===== config.mk =====
export PLATFORM = sky130hd
export DESIGN_NAME = bpa_cfg
export DESIGN_NICKNAME = d
export VERILOG_FILES = /design/src/rtl/bpa_pkg.sv /design/src/rtl/bpa_cfg.sv
export SDC_FILE = /design/constraint.sdc
export NUM_CORES = 1
export LEC_CHECK = 0
export ABC_AREA = 0
export BUFFER_PORTS_ARGS = -buffer_cell sky130_fd_sc_hd__clkbuf_2
export CAP_MARGIN = 10
export CORE_MARGIN = 2
export CORE_UTILIZATION = 45
export CTS_CLUSTER_DIAMETER = 100
export DETAILED_ROUTE_END_ITERATION = 7
export HOLD_SLACK_MARGIN = 0.05
export PLACE_DENSITY = 0.75
export SYNTH_ARGS = -nofsm -noshare
export SYNTH_HDL_FRONTEND = slang
export SYNTH_SLANG_ARGS = --single-unit
export TNS_END_PERCENT = 10

===== constraint.sdc =====
create_clock -name clk -period 1.4 [get_ports clk]
set_input_delay 0.14 -clock clk [delete_from_list [all_inputs] [get_ports clk]]
set_output_delay 0.14 -clock clk [all_outputs]
set_load 0.02 [all_outputs]

===== src/rtl/bpa_pkg.sv =====
// Shared types, constants and reset values of the bitmap page allocator.
`default_nettype none
package bpa_pkg;

  localparam int unsigned POOL_PAGES_DEF = 4096;
  localparam int unsigned MAX_RUN_DEF    = 64;

  localparam logic [31:0] KPBASE_RST = 32'h0020_0000;
  localparam logic [31:0] UPBASE_RST = 32'h0110_0000;
  localparam logic [12:0] KPAGES_RST = 13'd3840;
  localparam logic [12:0] UPAGES_RST = 13'd3840;
  localparam logic [31:0] KVBASE_RST = 32'hc010_0000;
  localparam logic [31:0] UVBASE_RST = 32'h0804_8000;

  typedef enum logic [1:0] {
    REQ_ALLOC = 2'd0,
    REQ_FREE  = 2'd1,
    REQ_XLAT  = 2'd2
  } req_t;

  typedef enum logic [1:0] {
    ST_OK      = 2'd0,
    ST_NO_VIRT = 2'd1,
    ST_NO_PHYS = 2'd2,
    ST_OUTSIDE = 2'd3
  } st_t;

  typedef enum logic [2:0] {
    RG_KPBASE = 3'd0,
    RG_UPBASE = 3'd1,
    RG_KPAGES = 3'd2,
    RG_UPAGES = 3'd3,
    RG_KVBASE = 3'd4,
    RG_UVBASE = 3'd5
  } reg_idx_t;

  typedef enum logic [3:0] {
    OP_NONE    = 4'd0,
    OP_CLEAR   = 4'd1,
    OP_LOAD    = 4'd2,
    OP_V_CHK   = 4'd3,
    OP_MARK    = 4'd4,
    OP_P_CHK   = 4'd5,
    OP_F_CHECK = 4'd6,
    OP_F_MAP   = 4'd7,
    OP_F_REL   = 4'd8,
    OP_T_CHECK = 4'd9,
    OP_T_OUT   = 4'd10
  } op_t;

  typedef struct packed {
    logic [31:0] kpbase;
    logic [31:0] upbase;
    logic [12:0] kpages;
    logic [12:0] upages;
    logic [31:0] kvbase;
    logic [31:0] uvbase;
  } cfg_t;

  typedef struct packed {
    op_t  op;
    logic emit;
    st_t  st;
  } cmd_t;

  typedef struct packed {
    logic clr_done;
    logic idx_end;
    logic run_hit;
    logic page_last;
    logic f_end;
    logic p_used;
    logic free_bad;
    logic xlat_bad;
  } dpstat_t;

endpackage
`default_nettype wire


===== src/rtl/bpa_cfg.sv =====
// Configuration register file behind the APB-style port.
`default_nettype none
module bpa_cfg (
  input  wire logic         clk,
  input  wire logic         rst_n,
  input  wire logic         psel,
  input  wire logic         penable,
  input  wire logic         pwrite,
  input  wire logic [4:0]   paddr,
  input  wire logic [31:0]  pwdata,
  output logic [31:0]       prdata,
  output logic              pready,
  output bpa_pkg::cfg_t     cfg
);
  import bpa_pkg::*;

  cfg_t     cfg_r;
  cfg_t     cfg_nxt;
  reg_idx_t ridx;
  logic     wr_en;

  assign ridx   = reg_idx_t'(paddr[4:2]);
  assign wr_en  = psel & penable & pwrite;
  assign pready = 1'b1;
  assign cfg    = cfg_r;

  always_comb begin
    cfg_nxt = cfg_r;
    if (wr_en) begin
      unique case (ridx)
        RG_KPBASE: cfg_nxt.kpbase = pwdata;
        RG_UPBASE: cfg_nxt.upbase = pwdata;
        RG_KPAGES: cfg_nxt.kpages = pwdata[12:0];
        RG_UPAGES: cfg_nxt.upages = pwdata[12:0];
        RG_KVBASE: cfg_nxt.kvbase = pwdata;
        RG_UVBASE: cfg_nxt.uvbase = pwdata;
        default: ;
      endcase
    end
  end

  always_comb begin
    unique case (ridx)
      RG_KPBASE: prdata = cfg_r.kpbase;
      RG_UPBASE: prdata = cfg_r.upbase;
      RG_KPAGES: prdata = {19'd0, cfg_r.kpages};
      RG_UPAGES: prdata = {19'd0, cfg_r.upages};
      RG_KVBASE: prdata = cfg_r.kvbase;
      RG_UVBASE: prdata = cfg_r.uvbase;
      default:   prdata = 32'd0;
    endcase
  end

  always_ff @(posedge clk) begin
    if (!rst_n) begin
      cfg_r.kpbase <= KPBASE_RST;
      cfg_r.upbase <= UPBASE_RST;
      cfg_r.kpages <= KPAGES_RST;
      cfg_r.upages <= UPAGES_RST;
      cfg_r.kvbase <= KVBASE_RST;
      cfg_r.uvbase <= UVBASE_RST;
    end else begin
      cfg_r <= cfg_nxt;
    end
  end

endmodule
`default_nettype wire


==> results.txt, run 1 <==
The via count of the first global-routing pass came out at 6057. Summed over all failing endpoints, the final setup total negative slack is -7200 ps. The worst setup path is captured at a primary output. The commonest cells after synthesis are sky130_fd_sc_hd__nand2_1, sky130_fd_sc_hd__dfxtp_1, sky130_fd_sc_hd__mux2i_1. The final clock period utilization by the worst path is 119%.

The final-stage net count is 1000. The sequential cell area fraction in the yosys report came out at 44.7%. The final-report hold violation count came out at 0. TritonCTS built the clock tree.

STA classifies the critical path startpoint as a flip-flop. The critical-path maximum fanout came out at 3. The wire length per cell is 18.1 um. Yosys instantiated no cell more often than sky130_fd_sc_hd__nand2_1.

The critical path in this run is classified as reg2out. The data required time of the worst path came out at 1260 ps. The final reports fail on negative setup slack. The clock passes through at most 2 buffers. sky130_fd_sc_hd__dfxtp_1 takes more of the synthesized area than any other cell. The run finished, with violations left.

The initial antenna violation count is 0. The number of H-tree branching levels came out at 4. Setup repair after global routing could not meet its margin everywhere. The initial utilization of the core area, before any placement, comes to 45.7%.

For this design the ratio of total power to cell area is 1060 nW/um^2. The register-to-register setup slack is 600 ps. The most used flip-flop cell after synthesis is sky130_fd_sc_hd__dfxtp_1.

The maximum frequency from static timing analysis came out at 599 MHz. The die covers 16300 um^2. The share of the synthesized area in the top cell type is 44.7%.

The shortest period the worst path allows came out at 1670 ps. The count of final max-slew check failures was 0. The number of diodes added for antenna fixing is 0. The total global routing overflow came out at 0. The half-perimeter wire length after detailed placement is 14300 um. The congestion estimate from routability-driven global placement came to 0.797. The standby leakage power is 4.60 nW. The worst setup skew after layout came out at 0 ps. The DRC violation count after routing is 0.

The cell count after synthesis is 684. The total wire length after detailed routing is 20900 um. Across the run, the number of max-cap violations was 0. The flip-flop count of the largest register, all copies and words added is 154. The number of buffers created by CTS came out at 17.

Compared with the post-synthesis result, the final layout area differs by 41.6%. The first-pass GRT wire length came out at 32100 um. The number of rows in the core area is 45. The smallest setup slack after layout is -270 ps.

Measured along the y axis, the die boundary spans 128 um. The fraction of layout instances using a drive strength above 1 is 43.0%. Entering global routing, the biggest net connects 95 pins. The net count after synthesis came out at 726. The minimum setup slack after placement came out at -194 ps. The number of detailed-routing iterations run before antenna repair is 7. CTS placed an instance of sky130_fd_sc_hd__clkbuf_16 at the clock tree root. The region available for standard cell placement spans 15100 um^2.

The worst hold path belongs to the class in2reg. During I/O placement, the number of pins put on the boundary was 229. The number of warnings issued by yosys came out at 0.

The share of synthesized registers carrying an async set or reset is 0%. The critical path data arrival time came out at 1530 ps. The die is 128 um wide. The number of library cell types mapped by synthesis is 31.

The count of buffers added on input and output ports is 225. Using the TritonRoute via totals, the vias-per-cell ratio works out to 5.33. After synthesis, the mean cell area works out to 10.1 um^2. The setup-violating endpoint count in the final report is 32. The maximum vdd drop is 0.000850 V. The final cell utilization of the core is 64.7%. The residual antenna-violating net count after detailed routing is 0.

After clock tree synthesis, the clock-pin slew on the worst setup and hold paths is 60 ps. Ranked by total cell area, the synthesized netlist is headed by sky130_fd_sc_hd__dfxtp_1, sky130_fd_sc_hd__mux2i_1, sky130_fd_sc_hd__nand2_1, sky130_fd_sc_hd__mux4_2, sky130_fd_sc_hd__nor2b_1. The summed instance area of the synthesized netlist came out at 6890 um^2. The number of synthesized flops with an enable pin came out at 0. The overall global routing resource usage is 25.4%. The routed layout has 6181 vias.

The number of DRC markers in iteration 0 is 396. The clock insertion delay at the later pin of the skew report is 430 ps. Clock tree synthesis found a total of 154 sinks.

The post-synthesis sequential element count came out at 154.
==> final timing paths <==
check	from	to	cells past startpoint
setup / recovery	cfg[41]$_SDFFE_PN0P_	prdata[9]	3
hold reg to reg	cfg[121]$_SDFFE_PN0P_	cfg[121]$_SDFFE_PN0P_	2
hold / removal	pwdata[0]	cfg[122]$_SDFFE_PN0P_	3
setup reg to reg	cfg[15]$_SDFFE_PN1P_	cfg[15]$_SDFFE_PN1P_	3
==> area by class of cell <==
type,instances,area (um^2)
fillers,1184,5330
multi-input cells,452,3520
flip-flops and latches,154,3140
repair buffers,314,2140
clock buffers,20,447
well taps,188,235
clock inverters,12,196
inverters,19,71.3
==> power breakdown <==
part,leakage [nW],switching [mW],internal (mW)
clock network,0.306,1.82,3.20
registers,1.26,0.0285,4.42
logic,3.04,0.508,0.384
==> metrics by stage <==
stage | cells | cell area [um^2] | total power [mW] | hold WS, ps
after floorplan | 684 | 6890 | 5.00 | 302
after global placement | 1095 | 8590 | 5.33 | 414
after detailed placement | 1095 | 8590 | 5.33 | 418
after CTS | 1157 | 9610 | 10.4 | 84.1
after global routing | 1159 | 9760 | 10.7 | 100
final | 1159 | 9760 | 10.4 | 86.9
==> kinds of logic after synthesis <==
kind of cell    after synthesis  synth area share, %
buf+inv                      78                 5.52
flops                       154                 44.7
compound gates               63                 6.70
mux                         182                 30.5
other cells                   1               0.0544
simple gates                206                 12.5
==> what timing repair did <==
action / 4_1_cts / 5_1_grt
gates resized for setup: 31 / 92
buffers inserted: 7 / 2
endpoints found under the setup margin: 32 / 32
pin swaps: 0 / 2
endpoints found under the hold margin: 80 / 0
hold buffers: 23 / 0
==> routing by layer <==
layer / share of wire, % / global-route usage, %
met3: 6.6 / 7.43
met4: 2.1 / 9.11
met2: 50 / 42.5
met5: 0 / 0
met1: 41 / 31.2
==> cell usage in the layout, fill, tap and decap left out, types with 2 or more instances in the layout <==
cell,n
sky130_fd_sc_hd__a221o_1,6
sky130_fd_sc_hd__buf_4,58
sky130_fd_sc_hd__mux2i_1,149
sky130_fd_sc_hd__a32oi_1,4
sky130_fd_sc_hd__buf_8,4
sky130_fd_sc_hd__o311ai_0,9
sky130_fd_sc_hd__bufinv_16,5
sky130_fd_sc_hd__buf_12,16
sky130_fd_sc_hd__mux4_2,21
sky130_fd_sc_hd__nand2_1,170
sky130_fd_sc_hd__clkbuf_2,195
sky130_fd_sc_hd__mux2_2,11
sky130_fd_sc_hd__inv_1,19
sky130_fd_sc_hd__a2bb2oi_1,4
sky130_fd_sc_hd__clkbuf_16,17
sky130_fd_sc_hd__nor2b_4,8
sky130_fd_sc_hd__dfxtp_1,107
sky130_fd_sc_hd__buf_6,5
sky130_fd_sc_hd__o21ai_0,17
sky130_fd_sc_hd__or2_2,3
sky130_fd_sc_hd__or2_1,2
sky130_fd_sc_hd__dfxtp_2,47
sky130_fd_sc_hd__dlygate4sd3_1,23
sky130_fd_sc_hd__clkinvlp_4,3
sky130_fd_sc_hd__clkbuf_1,2
sky130_fd_sc_hd__buf_2,13
sky130_fd_sc_hd__nand2b_1,3
sky130_fd_sc_hd__nor2b_1,14
sky130_fd_sc_hd__o21ai_1,5
sky130_fd_sc_hd__o32ai_1,5
sky130_fd_sc_hd__o211ai_1,8
sky130_fd_sc_hd__clkinv_2,3
sky130_fd_sc_hd__nor2_4,3
==> worst max-delay path: stages (launching register included) <==
cell and delay, ps:
sky130_fd_sc_hd__dfxtp_1 340, sky130_fd_sc_hd__mux2_2 270, sky130_fd_sc_hd__a221o_1 320, sky130_fd_sc_hd__buf_2 170
No activity file was read; power rests on OpenSTA's default activity.
==> run 2, diff against run 1 <==
- CORE_UTILIZATION: 45 -> 46
- PLACE_DENSITY: 0.75 -> 0.77
==> results.txt, run 2 (synthesis results as in run 1) <==
The final instance count without filler cells is 1153. The maximum frequency from static timing analysis is 594 MHz. The port buffer count came out at 225. The post-detailed-placement cell area is 8550 um^2. The residual antenna-violating net count after detailed routing came out at 0.

For this run, the detailed router's first-pass iteration total came to 5. The routed design could run at a clock period as short as 1680 ps. The via count of the first global-routing pass came out at 6139. The critical-path maximum fanout came out at 3. The total global routing overflow came out at 0. The top cell types in the final layout, fill and taps aside, are sky130_fd_sc_hd__clkbuf_2, sky130_fd_sc_hd__nand2_1, sky130_fd_sc_hd__mux2i_1, sky130_fd_sc_hd__dfxtp_1, sky130_fd_sc_hd__buf_4. The sink count of the clock tree came out at 154. The count of final max-slew check failures is 0.

Counting the buffers created by CTS gives 17. The met1 usage came out at 31.7%. The launching instance or port of the critical path is cfg[13]$_SDFFE_PN0P_.

The top-level port count came out at 229. At the worst endpoint, the required time is 1260 ps. Leaving out fill and tap cells, the most frequent cell in the layout is sky130_fd_sc_hd__clkbuf_2. The worst-path cell with the longest stage delay is sky130_fd_sc_hd__mux4_2. The final estimated routing congestion in global placement is 0.821. The H-tree generated during clock tree synthesis spans 4 levels. Summing over every cut layer, the via total after detailed routing is 6309. The fraction of layout instances using a drive strength above 1 is 42.6%. The final-report hold violation count came out at 0. The final total power is 10.3 mW. The largest net degree at the start of global routing is 67. In the routed design, unresolved DRC markers number 0. Combinational cells account for 8.6% of the total power.

The register with the most flip-flops in the layout has 154 of them. In the routed layout, each cell is associated on average with a via count of 5.47. The total area inside the core boundary comes to 14600 um^2.

The cell sitting at the root of the clock tree is a sky130_fd_sc_hd__clkbuf_16. The critical path data arrival time came out at 1540 ps. The initial antenna violation count was 0. The count of max-cap constraint violations came out at 0.

The clock transition time at the flip-flop clock pins of the worst setup and hold paths is 60 ps. The switching part of the total came out at 22.7%. The part of the power in registers is 43.4%.

In this run the most critical hold path is launched from pwdata[0]. The standby leakage power is 4.57 nW. The summed negative setup slack over all endpoints came out at -7550 ps.

The final clock period utilization by the worst path came out at 120%. The setup-violating endpoint count in the final report came out at 32. The tightest hold path in the finished design has a slack of 79.3 ps. Relative to the synthesized area, the layout overhead comes to 40.5%. Setup repair after global routing could not meet its margin everywhere. The first-pass GRT wire length is 32400 um. The minimum setup slack after placement is -218 ps. The die is 126 um tall. STA classifies the critical path startpoint as a flip-flop. The final-stage net count came out at 998. The design area is 9680 um^2. In the final routed layout, each cell accounts on average for 18.4 um.

The met3 track demand over resource is 5.48%. The kind of critical path is reg2out. In the global route stage, met2 resource usage came out at 43.2%. The internal power of the cells totals 7.93 mW. The number of placed instances, taps included, is 1088.

Once detailed placement completed, the half-perimeter wirelength came to 14500 um. The smallest setup slack after layout came out at -283 ps. In this run the horizontal extent of the chip is 126 um. The initial cell density of the core came out at 47.2%. The min-delay analysis places its worst path in the category in2reg. The switching power of the nets is 2.33 mW.

The register-to-register setup slack came out at 470 ps. The floorplan step defined a die boundary enclosing 16000 um^2. The final cell utilization of the core is 66.4%. Clock skew on the completed layout was measured at 0 ps. The flow ran to the end, but the final reports show violations. The total wire length after detailed routing came out at 21200 um. The largest single stage delay on the critical path is 460 ps. The signal on the critical path passes through mux4_2 > nor2b_1 > buf_4. Of the total power, the clock network draws 48.0%.

The clock insertion delay at the later pin of the skew report came out at 420 ps. The number of DRC markers in iteration 0 is 400. The maximum number of buffers from clock root to sink came out at 2.

The endpoint kind of the worst setup timing path is a primary output. The number of rows in the core area came out at 44. The number of antenna diodes in the final layout is 0. met2 is the most crowded layer. The checks that failed: negative setup slack. The worst-case IR drop observed on VDD is 0.00100 V. TritonCTS built the clock tree. The worst reg2reg path startpoint is cfg[110]$_SDFFE_PN1P_. The power per cell area is 1060 nW/um^2. The overall global routing resource usage came out at 25.6%.
-- run 2: cell types whose count changed in the layout (fill, tap and decap cells not counted), sizes merged --
cell         change
clkinv           -1
clkbuf           +6
dlygate4sd3      -1
bufinv           -1
buf              -5
-- run 2: layer usage --
metal	up-vias	wire length, um
li1	2929	-
met1	3067	8830
met2	256	10500
met3	57	1150
met4	0	681
met5	-	0
-- run 2: final timing paths --
| path | to | cells after the start |
|---|---|---|
| max | prdata[13] | 3 |
| min | cfg[122]$_SDFFE_PN0P_ | 3 |
| max reg2reg | cfg[110]$_SDFFE_PN1P_ | 4 |
| min reg2reg | cfg[30]$_SDFFE_PN0P_ | 2 |
-- run 2: power groups by stage --
stage	clock network, mW	logic [mW]	registers [mW]
finish	4.93	0.886	4.45
CTS	4.95	0.856	4.45
global route	5.16	0.948	4.45
global placement	0	0.776	4.54
detailed placement	0	0.784	4.54
floorplan	0	0.421	4.58
-- run 2: area by class of cell --
| class | instances | area (um^2) |
|---|---|---|
| clock inverters | 10 | 165 |
| multi-input cells | 452 | 3500 |
| fillers | 1104 | 4900 |
| well taps | 184 | 230 |
| flip-flops and latches | 154 | 3140 |
| clock buffers | 22 | 474 |
| repair buffers | 312 | 2110 |
| inverters | 19 | 71.3 |
-- run 2: timing repair --
item / CTS / global route
resized for setup: 24 / 88
setup endpoints to repair: 32 / 32
pin swaps: 1 / 1
setup buffers: 7 / 4
endpoints found under the hold margin: 67 / 0
hold buffers: 22 / 0
-- run 2: critical path, delay by kind of cell, from the launching register on --
family / cells / cell delay, ps
buffers and inverters: 1 / 170
DFF: 1 / 330
muxes: 1 / 460
and+or+nand+nor: 1 / 160
