File: src/rtl/bpa_pkg.sv
// Shared types, constants and reset values of the bitmap page allocator.
`default_nettype none
package bpa_pkg;

  localparam int unsigned POOL_PAGES_DEF = 4096;
  localparam int unsigned MAX_RUN_DEF    = 64;

  localparam logic [31:0] KPBASE_RST = 32'h0020_0000;
  localparam logic [31:0] UPBASE_RST = 32'h0110_0000;
  localparam logic [12:0] KPAGES_RST = 13'd3840;
  localparam logic [12:0] UPAGES_RST = 13'd3840;
  localparam logic [31:0] KVBASE_RST = 32'hc010_0000;
  localparam logic [31:0] UVBASE_RST = 32'h0804_8000;

  typedef enum logic [1:0] {
    REQ_ALLOC = 2'd0,
    REQ_FREE  = 2'd1,
    REQ_XLAT  = 2'd2
  } req_t;

  typedef enum logic [1:0] {
    ST_OK      = 2'd0,
    ST_NO_VIRT = 2'd1,
    ST_NO_PHYS = 2'd2,
    ST_OUTSIDE = 2'd3
  } st_t;

  typedef enum logic [2:0] {
    RG_KPBASE = 3'd0,
    RG_UPBASE = 3'd1,
    RG_KPAGES = 3'd2,
    RG_UPAGES = 3'd3,
    RG_KVBASE = 3'd4,
    RG_UVBASE = 3'd5
  } reg_idx_t;

  typedef enum logic [3:0] {
    OP_NONE    = 4'd0,
    OP_CLEAR   = 4'd1,
    OP_LOAD    = 4'd2,
    OP_V_CHK   = 4'd3,
    OP_MARK    = 4'd4,
    OP_P_CHK   = 4'd5,
    OP_F_CHECK = 4'd6,
    OP_F_MAP   = 4'd7,
    OP_F_REL   = 4'd8,
    OP_T_CHECK = 4'd9,
    OP_T_OUT   = 4'd10
  } op_t;

  typedef struct packed {
    logic [31:0] kpbase;
    logic [31:0] upbase;
    logic [12:0] kpages;
    logic [12:0] upages;
    logic [31:0] kvbase;
    logic [31:0] uvbase;
  } cfg_t;

  typedef struct packed {
    op_t  op;
    logic emit;
    st_t  st;
  } cmd_t;

  typedef struct packed {
    logic clr_done;
    logic idx_end;
    logic run_hit;
    logic page_last;
    logic f_end;
    logic p_used;
    logic free_bad;
    logic xlat_bad;
  } dpstat_t;

endpackage
`default_nettype wire

File: src/rtl/bpa_ctrl.sv
// Sequencer of the allocator: clearing pass, allocate, free and translate.
`default_nettype none
module bpa_ctrl (
  input  wire logic             clk,
  input  wire logic             rst_n,
  input  wire logic             start,
  input  wire logic [1:0]       in_req_type,
  input  wire bpa_pkg::dpstat_t st,
  output logic                  busy,
  output bpa_pkg::cmd_t         cmd
);
  import bpa_pkg::*;

  typedef enum logic [12:0] {
    S_CLEAR   = 13'b0_0000_0000_0001,
    S_IDLE    = 13'b0_0000_0000_0010,
    S_A_VRD   = 13'b0_0000_0000_0100,
    S_A_VCHK  = 13'b0_0000_0000_1000,
    S_A_MARK  = 13'b0_0000_0001_0000,
    S_A_PRD   = 13'b0_0000_0010_0000,
    S_A_PCHK  = 13'b0_0000_0100_0000,
    S_F_CHECK = 13'b0_0000_1000_0000,
    S_F_RD    = 13'b0_0001_0000_0000,
    S_F_MAP   = 13'b0_0010_0000_0000,
    S_F_REL   = 13'b0_0100_0000_0000,
    S_T_CHECK = 13'b0_1000_0000_0000,
    S_T_OUT   = 13'b1_0000_0000_0000
  } state_t;

  state_t state_r, state_nxt;

  assign busy = state_r != S_IDLE;

  always_comb begin
    state_nxt = state_r;
    cmd.op    = OP_NONE;
    cmd.emit  = 1'b0;
    cmd.st    = ST_OK;
    unique case (state_r)
      S_CLEAR: begin
        cmd.op = OP_CLEAR;
        if (st.clr_done) state_nxt = S_IDLE;
      end
      S_IDLE: begin
        if (start) begin
          cmd.op = OP_LOAD;
          unique case (req_t'(in_req_type))
            REQ_ALLOC: state_nxt = S_A_VRD;
            REQ_FREE:  state_nxt = S_F_CHECK;
            REQ_XLAT:  state_nxt = S_T_CHECK;
            default:   state_nxt = S_IDLE;
          endcase
        end
      end
      S_A_VRD: begin
        if (st.idx_end) begin
          cmd.emit  = 1'b1;
          cmd.st    = ST_NO_VIRT;
          state_nxt = S_IDLE;
        end else begin
          state_nxt = S_A_VCHK;
        end
      end
      S_A_VCHK: begin
        cmd.op    = OP_V_CHK;
        state_nxt = st.run_hit ? S_A_MARK : S_A_VRD;
      end
      S_A_MARK: begin
        cmd.op = OP_MARK;
        if (st.page_last) state_nxt = S_A_PRD;
      end
      S_A_PRD: begin
        if (st.f_end) begin
          cmd.emit  = 1'b1;
          cmd.st    = ST_NO_PHYS;
          state_nxt = S_IDLE;
        end else begin
          state_nxt = S_A_PCHK;
        end
      end
      S_A_PCHK: begin
        cmd.op = OP_P_CHK;
        if (!st.p_used) begin
          cmd.emit  = 1'b1;
          state_nxt = st.page_last ? S_IDLE : S_A_PRD;
        end else begin
          state_nxt = S_A_PRD;
        end
      end
      S_F_CHECK: begin
        cmd.op = OP_F_CHECK;
        if (st.free_bad) begin
          cmd.emit  = 1'b1;
          cmd.st    = ST_OUTSIDE;
          state_nxt = S_IDLE;
        end else begin
          state_nxt = S_F_RD;
        end
      end
      S_F_RD:  state_nxt = S_F_MAP;
      S_F_MAP: begin
        cmd.op    = OP_F_MAP;
        state_nxt = S_F_REL;
      end
      S_F_REL: begin
        cmd.op = OP_F_REL;
        if (st.page_last) begin
          cmd.emit  = 1'b1;
          state_nxt = S_IDLE;
        end else begin
          state_nxt = S_F_RD;
        end
      end
      S_T_CHECK: begin
        cmd.op = OP_T_CHECK;
        if (st.xlat_bad) begin
          cmd.emit  = 1'b1;
          cmd.st    = ST_OUTSIDE;
          state_nxt = S_IDLE;
        end else begin
          state_nxt = S_T_OUT;
        end
      end
      S_T_OUT: begin
        cmd.op    = OP_T_OUT;
        cmd.emit  = 1'b1;
        state_nxt = S_IDLE;
      end
      default: state_nxt = S_IDLE;
    endcase
  end

  always_ff @(posedge clk) begin
    if (!rst_n) begin
      state_r <= S_CLEAR;
    end else begin
      state_r <= state_nxt;
    end
  end

endmodule
`default_nettype wire

File: config.mk
export PLATFORM = sky130hd
export DESIGN_NAME = bpa_ctrl
export DESIGN_NICKNAME = d
export VERILOG_FILES = /design/src/rtl/bpa_pkg.sv /design/src/rtl/bpa_ctrl.sv
export SDC_FILE = /design/constraint.sdc
export NUM_CORES = 1
export LEC_CHECK = 0
export BUFFER_PORTS_ARGS = -buffer_cell sky130_fd_sc_hd__buf_2
export CORE_MARGIN = 3
export CORE_UTILIZATION = 35
export CTS_CLUSTER_SIZE = 20
export DETAILED_ROUTE_END_ITERATION = 8
export GPL_TIMING_DRIVEN = 1
export PLACE_DENSITY = 0.6
export REMOVE_ABC_BUFFERS = 1
export SYNTH_ARGS = -nofsm -noshare
export SYNTH_HDL_FRONTEND = slang
export SYNTH_SLANG_ARGS = --single-unit
File: constraint.sdc
create_clock -name clk -period 2.3 [get_ports clk]
set_input_delay 0.23 -clock clk [delete_from_list [all_inputs] [get_ports clk]]
set_output_delay 0.23 -clock clk [all_outputs]
set_load 0.05 [all_outputs]
==> reports/qor.csv, run 1 <==
stage,metric,value,unit
clocking,# clock sinks,13,
logic_synthesis,"Seq/Total Area, Yosys",0.273,
drt,vias per cell,5.99,
placement,placed cell count,171,
global_routing,GRT Max-Usage Layer,met2,
placement,RePlAce Congestion,0.891,
power_and_ir_drop,Peak VDD IR,0.000343,V
finish,Post-Layout Cell Count,176,
logic_synthesis,"FF+latch count, synth",13,
job,max-cap violations,0,
clocking,cts bufs inserted,3,
finish,number of flip-flops in the largest register,13,
finish,# nets final,160,
logic_synthesis,cell taking the most area after synthesis,dfxtp_1,
logic_synthesis,Cell variety after synth,47,
clocking,H-tree depth,1,
global_routing,largest net degree at the start of global routing,11,
global_routing,global-route met3 utilization,0.0423,
floorplanning,effective utilization at floorplan,0.378,
global_routing,vias in the first global route,1023,
sta,Final Cycle Share,0.983,
logic_synthesis,most frequent cell after synthesis,dfxtp_1,
power_and_ir_drop,Comb power frac,0.226,
finish,Largest regs,state_r (13),
global_routing,met1 Use GR,0.244,
clocking,Hold Buf Count CTS,0,
finish,area delta synth->final,27.6,%
logic_synthesis,commonest cells in the netlist,"13 x dfxtp_1, 8 x nor2_1, 7 x nand2_1",
sta,max_slew headroom,0.749,
logic_synthesis,number of synthesized flops with an enable pin,0,
global_routing,first-pass GRT wire length,4760,um
drt,routed wire length,2780,um
worst_setup_path,critical path class,reg2out,
logic_synthesis,Synth Warn #,0,
power_and_ir_drop,Reg power frac,0.478,
sta,min Tclk post-route,2260,ps
worst_setup_path,endpoint class of the critical path,output pin,
floorplanning,Die H,58.2,um
floorplanning,Cell Rows,18,
power_and_ir_drop,Clk pwr share,0.296,
clocking,"Reg clk slew, reported paths",90,ps
hold_path,hold depth,2,
sta,measured slew at the worst slew-check pin,372,ps
power_and_ir_drop,sw power,0.152,mW
power_and_ir_drop,P_leak,0.483,nW
sta,number of max-slew violations in the final report,0,
sta,FMAX,0.442,GHz
floorplanning,Die Area,0.00339,mm^2
power_and_ir_drop,Sw Ratio,0.307,
drt,DR vias,1054,
hold_path,Hold Path Class,in2reg,
worst_setup_path,CP startpoint kind,register,
drt,DRC viols,0,
drt,drt wl/cell,15.8,um
clocking,"Clk Latency, worst-skew pair",270,ps
logic_synthesis,Post-Syn Instances,116,
sta,final hold slack,136,ps
worst_setup_path,CP Data Required Time,2070,ps
worst_setup_path,Worst Path Max Fanout,3,
worst_setup_path,R2R cell count,5,
finish,Top reg by flops,state_r,
logic_synthesis,Synth top area share,0.273,
sta,Clock Skews,2.23,ps
worst_setup_path,WP data arrival,2030,ps
clocking,clock buffer depth,2,
logic_synthesis,Mapped Area,953,um^2
sta,final number of setup-violating endpoints,0,
logic_synthesis,syn_area_per_cell,8.22,um^2
power_and_ir_drop,Int Pwr,0.343,mW
finish,n_diodes,0,
finish,fillcell total,246,
sta,Final Hold Viols,0,
sta,RSZ-0062 raised after global routing,true,
sta,setup tns final,0,ps
drt,DRT Pass-1 Iters,4,
logic_synthesis,Synth area leaders,"dfxtp_1 27%, nor3b_1 4.7%, xnor2_1 3.7%",
outcome,outcome,completed,
global_routing,initial antenna violation count,0,
drt,antenna-violating nets left,0,
placement,Final HPWL DP,2160,um
floorplanning,core box area,0.00252,mm^2
clocking,Root Buffer,clkbuf_4,
global_routing,met2 Track Usage GR,0.290,
logic_synthesis,Main synth FF type,dfxtp_1,
global_routing,remaining global-route overflow,0,
clocking,CTS tree,yes,
placement,IO Port Bufs,20,
floorplanning,IO Count,21,
finish,layout cell share with drive strength beyond 1,0.336,
power_and_ir_drop,Pwr Density,407,mW/mm^2
logic_synthesis,ys async rst share,0,
global_routing,total global-route track usage,0.181,
drt,drt first-iter violations,42,
floorplanning,Die W,58.2,um
==> power by group through the flow <==
stage / clock [mW] / combinational, mW / sequential, mW
after floorplan: 0 / 0.0628 / 0.239
after global placement: 0 / 0.106 / 0.240
after detailed placement: 0 / 0.105 / 0.240
after CTS: 0.149 / 0.109 / 0.236
after global routing: 0.167 / 0.122 / 0.237
final: 0.146 / 0.112 / 0.237
==> through the flow <==
step,power [mW],instance area (um^2),util,worst slack (ps)
after detailed placement,0.346,1140,0.453,207
after global placement,0.346,1140,0.453,210
after global routing,0.526,1220,0.482,-66.4
after floorplan,0.302,923,-,-717
final,0.494,1220,0.482,39.7
after CTS,0.494,1190,0.471,5.13
==> routing by layer <==
layer,wire (um),vias up,part of all wire
met5,0,-,0
met4,25,0,0.0090
met3,216,5,0.078
met2,1300,48,0.47
met1,1250,489,0.45
li1,-,512,-
==> layout make-up <==
| class | count | area, um^2 | area share |
|---|---|---|---|
| Multi-Input combinational cell | 94 | 678 | 0.558 |
| Inverter | 3 | 11.3 | 0.00926 |
| Sequential cell | 13 | 265 | 0.218 |
| Clock buffer | 4 | 26.3 | 0.0216 |
| Tap cell | 30 | 37.5 | 0.0309 |
| Timing Repair Buffer | 32 | 198 | 0.163 |
==> path summary, 6_finish.rpt <==
path / startpoint / end / slack, ps
max: state_r[10] / cmd[2] / 40
max reg2reg: state_r[10] / state_r[1] / 460
min reg2reg: state_r[8] / state_r[9] / 610
min: st[0] / state_r[12] / 140
==> kinds of logic after synthesis <==
| kind of cell | synth area share |
|---|---|
| AOI/OAI and AO/OA | 0.201 |
| xor gates and xnor gates | 0.0459 |
| buffers and inverters | 0.0433 |
| DFF | 0.273 |
| and+or+nand+nor | 0.437 |
==> layout by cell type (no fill, tap or decap), types with 3 or more instances in the layout <==
master / count
nand2_1: 7
buf_4: 15
clkbuf_4: 3
nand4_1: 3
xnor2_1: 4
nand3b_1: 3
a21oi_1: 4
and2_1: 4
dfxtp_2: 4
nand3_1: 4
inv_1: 3
nor3b_1: 6
dfxtp_1: 9
nor2_1: 8
buf_2: 17
o21ai_0: 6
==> worst max-delay path: stages, from the launching register on <==
cell and delay (ps):
dfxtp_2 350, nor4_4 300, nand3_2 120, or4b_4 550
o211ai_1 200, buf_4 230
==> timing repair <==
| action | in CTS | in global routing |
|---|---|---|
| cloned | 0 | 0 |
| endpoints found under the setup margin | 3 | 5 |
| resized for setup | 5 | 8 |
| pin swaps | 1 | 3 |
| buffers inserted | 0 | 1 |
No activity file was read; power rests on OpenSTA's default activity.
==> inputs of run 2 (changes only) <==
Settings changed: ABC_AREA set to 1, PLACE_DENSITY 0.6 to 0.59.
==> run 2 against run 1 <==
  * Final area shrank 0.21%
  * Die area grew 9.9%
  * Sequential share of layout area shrank 0.37 points
  * Non-clock buffer count shrank 12
  * Largest cell class unchanged
==> reports/qor.csv, run 2 <==
stage,metric,value,unit
logic_synthesis,Mapped Area,0.00106,mm^2
finish,n_diodes,0,
floorplanning,effective utilization at floorplan,0.374,
finish,register area,260,um^2
logic_synthesis,"Seq/Total Area, Yosys",0.246,
global_routing,first-pass GRT wire length,4730,um
global_routing,initial antenna violation count,0,
finish,Final Core Density,0.429,
logic_synthesis,post-synthesis adder-cell area fraction,0,
floorplanning,Die H,61.0,um
finish,fillcell total,311,
worst_setup_path,Critical Path Start,state_r[3],
global_routing,total global-route track usage,0.171,
logic_synthesis,Synth Warn #,0,
clocking,cts bufs inserted,3,
logic_synthesis,cell taking the most area after synthesis,dfxtp_1,
finish,Largest regs,state_r (13),
worst_setup_path,WP data arrival,1900,ps
logic_synthesis,complex-gate fraction of the synthesized area,0.0496,
power_and_ir_drop,Reg power frac,0.480,
power_and_ir_drop,sw power,0.156,mW
finish,number of flip-flops in the largest register,13,
worst_setup_path,Reg2Reg Launch Point,state_r[3],
drt,DRT Pass-1 Iters,4,
finish,area delta synth->final,14.7,%
sta,Final WS setup,167,ps
clocking,"Clk Latency, worst-skew pair",280,ps
clocking,clock buffer depth,2,
finish,Finished Cell Area,0.00121,mm^2
global_routing,global-route met3 utilization,0.0213,
power_and_ir_drop,Comb power frac,0.215,
placement,IO Port Bufs,20,
logic_synthesis,ys async rst share,0,
sta,min Tclk post-route,2130,ps
logic_synthesis,"FF+latch count, synth",13,
logic_synthesis,number of synthesized flops with an enable pin,0,
drt,DRC viols,0,
drt,DR vias,1144,
floorplanning,Cell Rows,19,
sta,max_slew headroom,0.690,
drt,antenna-violating nets left,0,
logic_synthesis,Main synth FF type,dfxtp_1,
floorplanning,IO Count,21,
job,max-cap violations,0,
worst_setup_path,endpoint class of the critical path,output pin,
logic_synthesis,commonest cells in the netlist,"35 x nand2_1, 31 x nor2_1, 21 x nand3_1",
sta,final number of setup-violating endpoints,0,
outcome,outcome,completed,
drt,drt wl/cell,12.6,um
logic_synthesis,Synth top area share,0.246,
placement,Setup WS pre-CTS,367,ps
power_and_ir_drop,Peak VDD IR,0.000280,V
sta,Final Cycle Share,0.928,
logic_synthesis,combinational family with the most area after synthesis,simple AND/OR/NAND/NOR gates,
logic_synthesis,Synth area leaders,"dfxtp_1 25%, nand2_1 12%, nor2_1 11%",
worst_setup_path,critical path class,reg2out,
placement,RePlAce Congestion,0.864,
power_and_ir_drop,Tot Pwr,0.485,mW
placement,placed cell area,0.00118,mm^2
power_and_ir_drop,Pwr Density,399,mW/mm^2
finish,"most common cell after layout, fill and taps aside",nand2_1,
sta,number of max-slew violations in the final report,0,
power_and_ir_drop,Int Pwr,0.328,mW
worst_setup_path,R2R cell count,6,
clocking,"Reg clk slew, reported paths",90,ps
sta,measured slew at the worst slew-check pin,465,ps
logic_synthesis,post-synthesis mux area share,0,
placement,Final HPWL DP,2250,um
worst_setup_path,CP Data Required Time,2070,ps
drt,vias per cell,5.20,
logic_synthesis,synthesized-area fraction occupied by and/or/nand/nor cells,0.619,
finish,# nets final,203,
power_and_ir_drop,Clk pwr share,0.305,
sta,Clock Skews,5.98,ps
floorplanning,Die W,61.0,um
worst_setup_path,R2R Path End,state_r[8],
drt,routed wire length,2770,um
finish,layout cell share with drive strength beyond 1,0.243,
worst_setup_path,CP Capture Point,cmd[2],
logic_synthesis,Cell variety after synth,30,
clocking,# clock sinks,13,
global_routing,met2 Track Usage GR,0.263,
clocking,CTS tree,yes,
logic_synthesis,syn_area_per_cell,6.34,um^2
worst_setup_path,flop-to-flop setup slack,660,ps
clocking,Root Buffer,clkbuf_4,
power_and_ir_drop,Sw Ratio,0.322,
finish,Top reg by flops,state_r,
drt,drt first-iter violations,70,
logic_synthesis,most frequent cell after synthesis,nand2_1,
finish,most frequent cells in the layout,"35 x nand2_1, 31 x nor2_1, 21 x nand3_1",
worst_setup_path,Worst Path Max Fanout,6,
sta,FMAX,0.469,GHz
clocking,H-tree depth,1,
power_and_ir_drop,P_leak,0.620,nW
global_routing,remaining global-route overflow,0,
sta,RSZ-0062 raised after global routing,false,
logic_synthesis,Synth Area in XOR/XNOR,0,
hold_path,Hold Path Class,in2reg,
global_routing,vias in the first global route,1072,
finish,area occupied by multi-input gates,713,um^2
sta,Final Hold Viols,0,
worst_setup_path,CP startpoint kind,register,
global_routing,largest net degree at the start of global routing,15,
floorplanning,Die Area,0.00372,mm^2
global_routing,GRT Max-Usage Layer,met2,
clocking,Hold Buf Count CTS,0,
logic_synthesis,Post-Syn Instances,167,
floorplanning,core box area,0.00283,mm^2
global_routing,met1 Use GR,0.247,
==> run 2: kinds of logic after synthesis <==
kind of cell           Yosys count
and+or+nand+nor                124
DFF                             13
buffers and inverters           22
AOI/OAI and AO/OA                8
==> run 2: per-layer routing <==
layer | vias up | share of wire
met5 | - | 0
met3 | 5 | 0.046
met1 | 509 | 0.52
met4 | 0 | 0.014
li1 | 591 | -
met2 | 39 | 0.42
==> run 2: worst min-delay path by stage <==
stage,cells after the start,endpoint,start
finish,2,state_r[0],rst_n
global route,2,state_r[0],rst_n
CTS,2,state_r[0],rst_n
detailed placement,2,state_r[0],rst_n
global placement,2,state_r[0],rst_n
floorplan,1,state_r[0],rst_n
==> run 2: worst max-delay path, cell delays in order (launching register included) <==
cell and delay [ps]:
dfxtp_1 350, nor2_2 200, nand2_4 130, nor2_1 280, nand3_2 160, nand2_1 100, nor2_1 40, o2111ai_1 60
buf_2 290
==> run 2: what timing repair did <==
item                                    4_1_cts  5_1_grt
resized for setup                             0        1
buffers inserted                              0        0
endpoints found under the setup margin        0        5
==> run 2: cell type report <==
cell class                      instances  share of cell area
Multi-Input combinational cell        132               0.588
Sequential cell                        13               0.214
Timing Repair Buffer                   20              0.0825
Inverter                               20              0.0619
Tap cell                               31              0.0320
Clock buffer                            4              0.0216
==> run 2: power groups by stage <==
stage / Sequential [mW] / Clock, mW / Combinational, mW
after global placement: 0.238 / 0 / 0.103
final: 0.233 / 0.148 / 0.104
after floorplan: 0.237 / 0 / 0.0725
after CTS: 0.232 / 0.154 / 0.104
after global routing: 0.233 / 0.162 / 0.117
after detailed placement: 0.238 / 0 / 0.103
==> run 2: per-stage QoR <==
stage / setup TNS [ps] / std cells / hold WS (ps)
5_1_grt: 0 / 220 / 136
3_5_place_dp: 0 / 216 / 413
6_report: 0 / 220 / 119
3_3_place_gp: 0 / 216 / 412
2_1_floorplan: -182 / 165 / 300
4_1_cts: 0 / 220 / 110
==> inputs of run 3 (changes only) <==
Settings changed: RECOVER_POWER set to 100.
==> run 3 against run 2 <==
  * Non-clock buffer count unchanged
  * Die area unchanged
  * Worst setup slack got worse by 16 ps
  * Utilization shrank 0.84 points
  * Critical path type unchanged
==> reports/qor.csv, run 3 (synthesis gave the netlist of run 2 again) <==
stage,metric,value,unit
worst_setup_path,CP Data Required Time,2070,ps
job,max-cap violations,0,
finish,number of flip-flops in the largest register,13,
sta,Final Hold Viols,0,
clocking,H-tree depth,1,
placement,RePlAce Congestion,0.864,
floorplanning,Die W,61.0,um
global_routing,first-pass GRT wire length,4730,um
placement,Final HPWL DP,2250,um
drt,DRT Pass-1 Iters,4,
placement,IO Port Bufs,20,
finish,"most common cell after layout, fill and taps aside",nand2_1,
worst_setup_path,CP startpoint kind,register,
clocking,cts bufs inserted,3,
sta,min Tclk post-route,2150,ps
sta,FMAX,0.465,GHz
drt,antenna-violating nets left,0,
global_routing,initial antenna violation count,0,
global_routing,vias in the first global route,1072,
power_and_ir_drop,Peak VDD IR,0.000279,V
worst_setup_path,endpoint class of the critical path,output pin,
global_routing,largest net degree at the start of global routing,15,
floorplanning,Die H,61.0,um
global_routing,total global-route track usage,0.171,
global_routing,remaining global-route overflow,0,
finish,most frequent cells in the layout,"35 x nand2_1, 31 x nor2_1, 21 x nand3_1",
finish,Finished Cell Area,0.00119,mm^2
power_and_ir_drop,Tot Pwr,0.480,mW
worst_setup_path,critical path class,reg2out,
drt,DRC viols,0,
drt,routed wire length,2790,um
drt,drt wl/cell,12.7,um
finish,layout cell share with drive strength beyond 1,0.212,
power_and_ir_drop,Pwr Density,403,mW/mm^2
sta,number of max-slew violations in the final report,0,
finish,# nets final,203,
worst_setup_path,WP data arrival,1920,ps
finish,fillcell total,315,
hold_path,Hold Path Class,in2reg,
power_and_ir_drop,P_leak,0.606,nW
sta,Clock Skews,6.50,ps
hold_path,hold depth,2,
clocking,clock buffer depth,2,
finish,Largest regs,state_r (13),
sta,Final Cycle Share,0.935,
finish,n_diodes,0,
sta,max_slew headroom,0.609,
drt,drt first-iter violations,67,
drt,vias per cell,5.22,
clocking,"Reg clk slew, reported paths",90,ps
finish,Post-Layout Cell Count,220,
worst_setup_path,R2R cell count,7,
clocking,Hold Buf Count CTS,0,
clocking,"Clk Latency, worst-skew pair",280,ps
sta,RSZ-0062 raised after global routing,false,
placement,placed cell area,0.00118,mm^2
clocking,Root Buffer,clkbuf_4,
sta,final number of setup-violating endpoints,0,
placement,placed cell count,216,
floorplanning,Die Area,0.00372,mm^2
clocking,# clock sinks,13,
floorplanning,Cell Rows,19,
finish,area occupied by multi-input gates,691,um^2
clocking,CTS tree,yes,
worst_setup_path,Worst Path Max Fanout,7,
finish,area delta synth->final,12.4,%
drt,DR vias,1149,
floorplanning,IO Count,21,
floorplanning,effective utilization at floorplan,0.374,
finish,register area,260,um^2
sta,measured slew at the worst slew-check pin,589,ps
floorplanning,core box area,0.00283,mm^2
finish,Top reg by flops,state_r,
outcome,outcome,completed,
==> run 3: cell count changes in the layout (fill, tap and decap cells not counted), sizes merged <==
cell | before | now
clkbuf | 4 | 11
buf | 20 | 13
==> run 3: per-stage QoR <==
| step | hold WS (ps) | util | worst slack (ps) | setup TNS (ps) |
|---|---|---|---|---|
| after floorplan | 300 | - | -182 | -182 |
| after global placement | 412 | 0.418 | 415 | 0 |
| after detailed placement | 413 | 0.418 | 367 | 0 |
| after CTS | 110 | 0.427 | 37.8 | 0 |
| after global routing | 136 | 0.421 | 34.5 | 0 |
| final | 120 | 0.421 | 150 | 0 |
==> run 3: path summary, 6_finish.rpt <==
kind	end	slack (ps)	startpoint
setup / recovery	cmd[3]	150	state_r[12]
hold / removal	state_r[0]	120	rst_n
setup reg to reg	state_r[8]	530	state_r[8]
hold reg to reg	state_r[9]	630	state_r[9]
==> run 3: final cells by class <==
cell class                 instances  area share
multi-input combinational        132       0.580
inverter                          20      0.0631
clock buffer                       4      0.0221
timing repair buffer              20      0.0831
tap                               31      0.0326
sequential                        13       0.219
==> run 3: worst max-delay path: stages (launching register included) <==
cell	delay, ps
dfxtp_1	510
inv_2	100
nand3_2	160
nor2_4	60
nand4_1	90
a21boi_0	330
nand4_1	130
clkbuf_2	260
==> run 3: per-layer routing <==
metal  routed length [um]  GRT usage  vias up
met5                    0          0        -
met4                   31     0.0557        0
met3                  212     0.0213        4
met2                 1180      0.263       42
met1                 1360      0.247      512
li1                     -          -      591
==> run 3: report_power, final <==
group,total [mW],switching (mW),internal [mW]
clock,0.148,0.0804,0.0673
sequential,0.233,0.00359,0.229
combinational,0.0999,0.0701,0.0298
total,0.480,0.154,0.326
==> run 3: what timing repair did <==
action | CTS | global route
setup endpoints to repair | 0 | 5
gates resized for setup | 0 | 1
setup buffers | 0 | 0
